## config.mk

```make
export PLATFORM = sky130hd
export DESIGN_NAME = spq_ctrl
export DESIGN_NICKNAME = d
export VERILOG_FILES = /design/src/rtl/spq_pkg.sv /design/src/rtl/spq_ctrl.sv
export SDC_FILE = /design/constraint.sdc
export NUM_CORES = 1
export LEC_CHECK = 0
export BUFFER_PORTS_ARGS = -buffer_cell sky130_fd_sc_hd__clkbuf_2
export CORE_AREA = 10 10 47 49
export DETAILED_ROUTE_END_ITERATION = 7
export DIE_AREA = 0 0 57 59
export SYNTH_ARGS = -nofsm -noshare
export SYNTH_HDL_FRONTEND = slang
export SYNTH_SLANG_ARGS = --single-unit
```

## constraint.sdc

```tcl
create_clock -name clk -period 1.5 [get_ports clk]
set_input_delay 0.075 -clock clk [delete_from_list [all_inputs] [get_ports clk]]
set_output_delay 0.075 -clock clk [all_outputs]
set_load 0.01 [all_outputs]
```

## src/rtl/spq_pkg.sv

```systemverilog
// spq_pkg: shared constants, codes and transaction types of the sorted priority queue
// used by every file under rtl, no dependencies of its own
package spq_pkg;

	localparam int unsigned QUEUE_DEPTH = 64;
	localparam int unsigned CNT_W = $clog2(QUEUE_DEPTH + 1);
	localparam int unsigned KEY_W = 16;
	localparam int unsigned ID_W = 16;

	typedef enum logic [1:0] {
		OP_INSERT = 2'd0,
		OP_POP    = 2'd1,
		OP_PEEK   = 2'd2,
		OP_NOP    = 2'd3
	} opcode_t;

	typedef enum logic [1:0] {
		ST_OK    = 2'd0,
		ST_FULL  = 2'd1,
		ST_EMPTY = 2'd2
	} status_t;

	typedef enum logic {
		S_IDLE = 1'b0,
		S_EXEC = 1'b1
	} state_t;

	typedef struct packed {
		opcode_t           opcode;
		logic [KEY_W-1:0]  entry_key;
		logic [ID_W-1:0]   entry_id;
	} req_t;

	typedef struct packed {
		logic [ID_W-1:0]   head_id;
		logic [KEY_W-1:0]  head_key;
		logic              head_valid;
		logic              queue_empty;
		status_t           status;
	} rsp_t;

	typedef struct packed {
		logic    load;
		logic    exec;
		logic    shift_in;
		logic    shift_out;
		logic    head_load;
		status_t status;
	} ctrl_cmd_t;

	typedef struct packed {
		opcode_t op;
		logic    full;
		logic    empty;
	} dp_stat_t;

endpackage

```

## src/rtl/spq_ctrl.sv

```systemverilog
// spq_ctrl: two-state controller, sequences compare and shift steps and owns the result slot
// depends on spq_pkg for states, codes and the command/status structs
module spq_ctrl (
	input  logic                clk,
	input  logic                arst_n,
	input  logic                req_valid,
	output logic                req_ready,
	output logic                rsp_valid,
	input  logic                rsp_ready,
	input  spq_pkg::dp_stat_t   stat,
	output spq_pkg::ctrl_cmd_t  cmd
);

	spq_pkg::state_t state_q, state_d;
	logic            out_valid_q, out_valid_d;
	logic            slot_free;

	always_ff @(posedge clk or negedge arst_n) begin
		if (!arst_n) begin
			state_q     <= spq_pkg::S_IDLE;
			out_valid_q <= 1'b0;
		end else begin
			state_q     <= state_d;
			out_valid_q <= out_valid_d;
		end
	end

	assign slot_free = !out_valid_q || rsp_ready;
	assign rsp_valid = out_valid_q;

	always_comb begin
		state_d       = state_q;
		req_ready     = 1'b0;
		cmd           = '0;
		cmd.status    = spq_pkg::ST_OK;
		unique case (state_q)
			spq_pkg::S_IDLE: begin
				req_ready = 1'b1;
				cmd.load  = req_valid;
				if (req_valid) begin
					state_d = spq_pkg::S_EXEC;
				end
			end
			spq_pkg::S_EXEC: begin
				if (slot_free) begin
					cmd.exec = 1'b1;
					state_d  = spq_pkg::S_IDLE;
					unique case (stat.op)
						spq_pkg::OP_INSERT: begin
							cmd.shift_in = !stat.full;
							cmd.status   = stat.full ? spq_pkg::ST_FULL : spq_pkg::ST_OK;
						end
						spq_pkg::OP_POP: begin
							cmd.shift_out = !stat.empty;
							cmd.head_load = !stat.empty;
							cmd.status    = stat.empty ? spq_pkg::ST_EMPTY : spq_pkg::ST_OK;
						end
						spq_pkg::OP_PEEK: begin
							cmd.head_load = !stat.empty;
							cmd.status    = stat.empty ? spq_pkg::ST_EMPTY : spq_pkg::ST_OK;
						end
						spq_pkg::OP_NOP: begin
							cmd.status = spq_pkg::ST_OK;
						end
						default: begin
							cmd.status = spq_pkg::ST_OK;
						end
					endcase
				end
			end
			default: begin
				state_d = spq_pkg::S_IDLE;
			end
		endcase
	end

	always_comb begin
		out_valid_d = out_valid_q;
		if (cmd.exec) begin
			out_valid_d = 1'b1;
		end else if (rsp_ready) begin
			out_valid_d = 1'b0;
		end
	end

endmodule

```

# [After elaboration in Yosys (flattened, before gate mapping)]
# Index checks and enable logic that the tools add are counted.
[word_totals] inputBits=8 wordCells=28 out_inout_bits=9 register_bits=2
[op_classes] n_bitwise=1 muxes=15 n_reduce_logical=7 eq_ne=3
[op_table] op="$mux W6" n=2
[op_table] op="$mux W1" n=10
[op_table] op="$pmux W2 S3" n=1
[op_table] op="$eq A2 B2 Y1 const B" n=2
[op_table] op="$logic_not A1 Y1" n=3
[op_table] op="$eq A2 B1 Y1 const B" n=1
[op_table] op="$logic_not A2 Y1" n=1
[op_table] op="$mux W2" n=1
[op_table] op="$pmux W1 S2" n=1
[op_table] op="$reduce_bool A2 Y1" n=1
[op_table] op="$reduce_or A2 Y1" n=1
[op_table] op="$logic_or A1 B1 Y1" n=1
[op_table] op="$not A1 Y1" n=1

# [Logic depth before layout (Yosys ltp)]
[logic_depth] word_depth=6 depth_mapped=4 depth_no_buf=4

# [Least setup slack after synthesis]
# No wires, ideal clock.
[synth_path] path_type="reg2out" start="register out_valid_q, in the netlist rsp_valid" end="output cmd[0] (netlist name)" arrival_ns=0.961 path_stages_with_launch=4 required_time_ns=1.425 setup_slack_ns=0.464 path_buffers=1 cell_sequence="dfrtp_1 > nor2b_1 > buf_6 > nor3_1"
[synth_rtl] item="start, declared" line_no="spq_ctrl.sv:15" text="logic out_valid_q, out_valid_d;"
[synth_rtl] item="start signal, assigned" line_no="spq_ctrl.sv:24" text="out_valid_q <= out_valid_d;"
[synth_rtl] item="end, declared" line_no="spq_ctrl.sv:11" text="output spq_pkg::ctrl_cmd_t cmd"

==> out/summary.log <==
[finish] most frequent cells in the layout sky130_fd_sc_hd__clkbuf_2, sky130_fd_sc_hd__inv_1, sky130_fd_sc_hd__ha_1, sky130_fd_sc_hd__clkbuf_4
[global_route] maximum number of pins on one net before global-route repair 9
[yosys] Simple-Gate Fraction of Synth Area 41.81%
[floorplanning] number of primary I/O pins 17
[routing] routed length per placed instance 11.14 um
[worst_setup_path] kind of end point of the critical path primary output
[worst_setup_path] Max Fanout on Critical Path 8
[sta] setup repair after global routing missed its margin no
[clocking] clock transition at the register clock pins on the worst setup and hold paths after CTS 0.03 ns
[global_route] first-pass GRT wire length 1069 um
[yosys] sequential element share of the synthesized area 22.60%
[yosys] Post-Synthesis Mean Instance Area 9.629 um2
[placement] number of placed cells counting well taps 53
[sta] fraction of the cycle the final worst path needs 84.56%
[yosys] xor-xnor portion of the synthesized cell area 0%
[sta] worst clock skew on the final layout 0.004093 ns
[clocking] clock latency of the later-clocked register in the worst-skew pair 0.22 ns
[routing] antenna viol nets, final 0
[sta] highest achievable clock rate 788.4 MHz
[finish] commonest non-fill, non-tap cell in the layout sky130_fd_sc_hd__clkbuf_2
[worst_setup_path] path depth of the worst reg2reg path 2
[yosys] gate count after technology mapping 23
[floorplanning] chip width 57 um
[placement] input/output buffers 16
[clocking] CTS Sinks 2
[sta] Worst Tran Pin Value 0.4037 ns
[power] leakage power of the design 0.0001848 uW
[power] power per unit of standard cell area 872.7 nW/um2
[yosys] share of the synthesized area in compound gates (AO/OA/AOI/OAI) 3.390%
[floorplanning] chip height 59 um
[worst_setup_path] launch instance of the worst register-to-register path rsp_valid$_DFFE_PN0P_
[yosys] number of distinct library cells after synthesis 16
[worst_setup_path] FF-to-FF setup slack 0.56 ns
[status] result of the run completed
[floorplanning] die area 3363 um2
[routing] DRC violation count after routing 0
[power] VDD IR-drop max 0.2498 mV
[finish] non-filler instance count after layout 57
[clocking] clock root buffer sky130_fd_sc_hd__clkbuf_4
[yosys] number of nets in the synthesized netlist 34
[global_route] total track usage 4.369%
[routing] Iteration-0 DRC Markers 2
[yosys] combinational family with the most area after synthesis simple AND/OR/NAND/NOR gates
[floorplanning] starting utilization of the core area 15.80%
[worst_setup_path] required time at the endpoint of the critical path 1.42 ns
[routing] via density per instance 3.684
[routing] iteration count of the initial detailed-routing pass 3
[sta] number of hold violations in the final report 0
[worst_setup_path] Critical Setup Path Class flop to primary output
[sta] Final Critical Period 1.268 ns
[sta] # setup viols final 0
[finish] final antenna diode count 0
[sta] max-slew violation total from the final report 0
[clocking] Max clock buf depth 2
[sta] setup_tns 0 ns
[routing] wirelength, routed 635 um
[worst_setup_path] arrival time reported for the critical path endpoint 1.19 ns
[finish] signed area change from the synthesized netlist to the final layout 52.54%
[placement] HPWL after detailed placement 586.4 um
[finish] Final #Nets 54
[clocking] clock buffer count from CTS 3
[global_route] number of antenna violations at the first check in global routing 0
[clocking] H-tree depth 1
[sta] worst max-slew margin expressed relative to the limit 72.96%
[worst_setup_path] Worst Setup Start Kind flop
[clocking] CTS tree done
[hold_path] type of the most critical hold path input port to async pin
[yosys] area share of fa/ha/maj cells after synthesis 16.95%
[placement] weighted congestion reported at the end of routability-driven placement 0.7231
[floorplanning] area of the core 1401 um2
[global_route] via count of the first global-routing pass 252
[sta] Post-Route Hold Slack 0.1754 ns
[yosys] combined area of all synthesized cells 221.5 um2
[power] Power Total 294.8 uW
[yosys] Yosys warning total 0
[flow_run] max-cap check violation count 0
[worst_setup_path] Reg-to-Reg End state_q$_DFF_PN0_
[global_route] remaining global-route overflow 0
[yosys] mux share of post-synthesis cell area 0%
[yosys] #FFs+latches synth 2
[clocking] post-CTS setup repair buffer count 0
[routing] total via count in the routed design 210
[finish] fraction of layout cells with a size suffix above 1 60.98%
[floorplanning] number of core rows 14
[flip-flops by register name, indices dropped and copies added, names as in the netlist]
name       flops
rsp_valid      1
state_q        1
[cell families (layout without fill, tap and decap cells)]
kind of cell	after synthesis	count (layout)
and+or+nand+nor	11	11
buffers and inverters	6	24
adders and majority gates	3	3
DFF	2	2
AOI/OAI and AO/OA	1	1
[stage by stage]
step	setup WS, ns	cell area (um2)	util, %
after floorplan	0.4640	221.5	-
after global placement	0.3119	302.8	21.61
after detailed placement	0.2624	302.8	21.61
after CTS	0.01389	335.3	23.93
after global routing	0.1318	337.8	24.11
final	0.2316	337.8	24.11
[power breakdown]
group	switching (uW)	internal, uW
Combinational	59.2	47.9
Sequential	7.86	64.1
Clock	27.7	88.0
Total	94.7	200
[layout make-up]
| class | instances | area, um2 |
|---|---|---|
| sequential | 2 | 50.05 |
| multi-input combinational | 15 | 140.1 |
| fill | 172 | 1064 |
| clock buffer | 3 | 22.52 |
| tap | 16 | 20.02 |
| timing repair buffer | 17 | 90.09 |
| inverter | 4 | 15.01 |
[routing by layer]
layer  up-vias  share of wire (%)  track usage [%]  wire (um)
li1        111                  -                -          -
met1        88                 39            3.690        248
met2        11                 46            5.581        289
met3         0                 15            4.721         97
met4         0                  0            4.027          0
met5         -                  0                0          0
[cell usage after synthesis (all sizes together)]
master  count  area (um2)
a21o        1       7.510
and2b       1       10.01
buf         2       18.77
dfrtp       2       50.05
ha          3       37.54
inv         4       15.01
nand2       2       7.510
nor2        1       3.750
nor2b       1       6.260
nor3        2       10.01
nor3b       1       12.51
nor4        1       12.51
nor4b       1       23.77
or2         1       6.260
[worst max-delay path: stages, from the launching register on]
cell and delay [ns]:
sky130_fd_sc_hd__dfrtp_1 0.36, sky130_fd_sc_hd__nor2b_2 0.21, sky130_fd_sc_hd__nor4b_4 0.22, sky130_fd_sc_hd__clkbuf_2 0.17
[worst max-delay path by stage]
stage / endpoint / start / cells after the start
finish: cmd[4] / rsp_valid$_DFFE_PN0P_ / 3
global route: cmd[0] / rsp_valid$_DFFE_PN0P_ / 3
CTS: cmd[2] / rsp_valid$_DFFE_PN0P_ / 3
detailed placement: cmd[0] / rsp_valid$_DFFE_PN0P_ / 3
global placement: cmd[0] / rsp_valid$_DFFE_PN0P_ / 3
floorplan: cmd[0] / rsp_valid$_DFFE_PN0P_ / 3
[what timing repair did]
action	4_1_cts	5_1_grt
setup endpoints to repair	0	6
endpoints found under the hold margin	2	0
resized for setup	0	1
hold buffers	1	0
No activity file was read; power rests on OpenSTA's default activity.
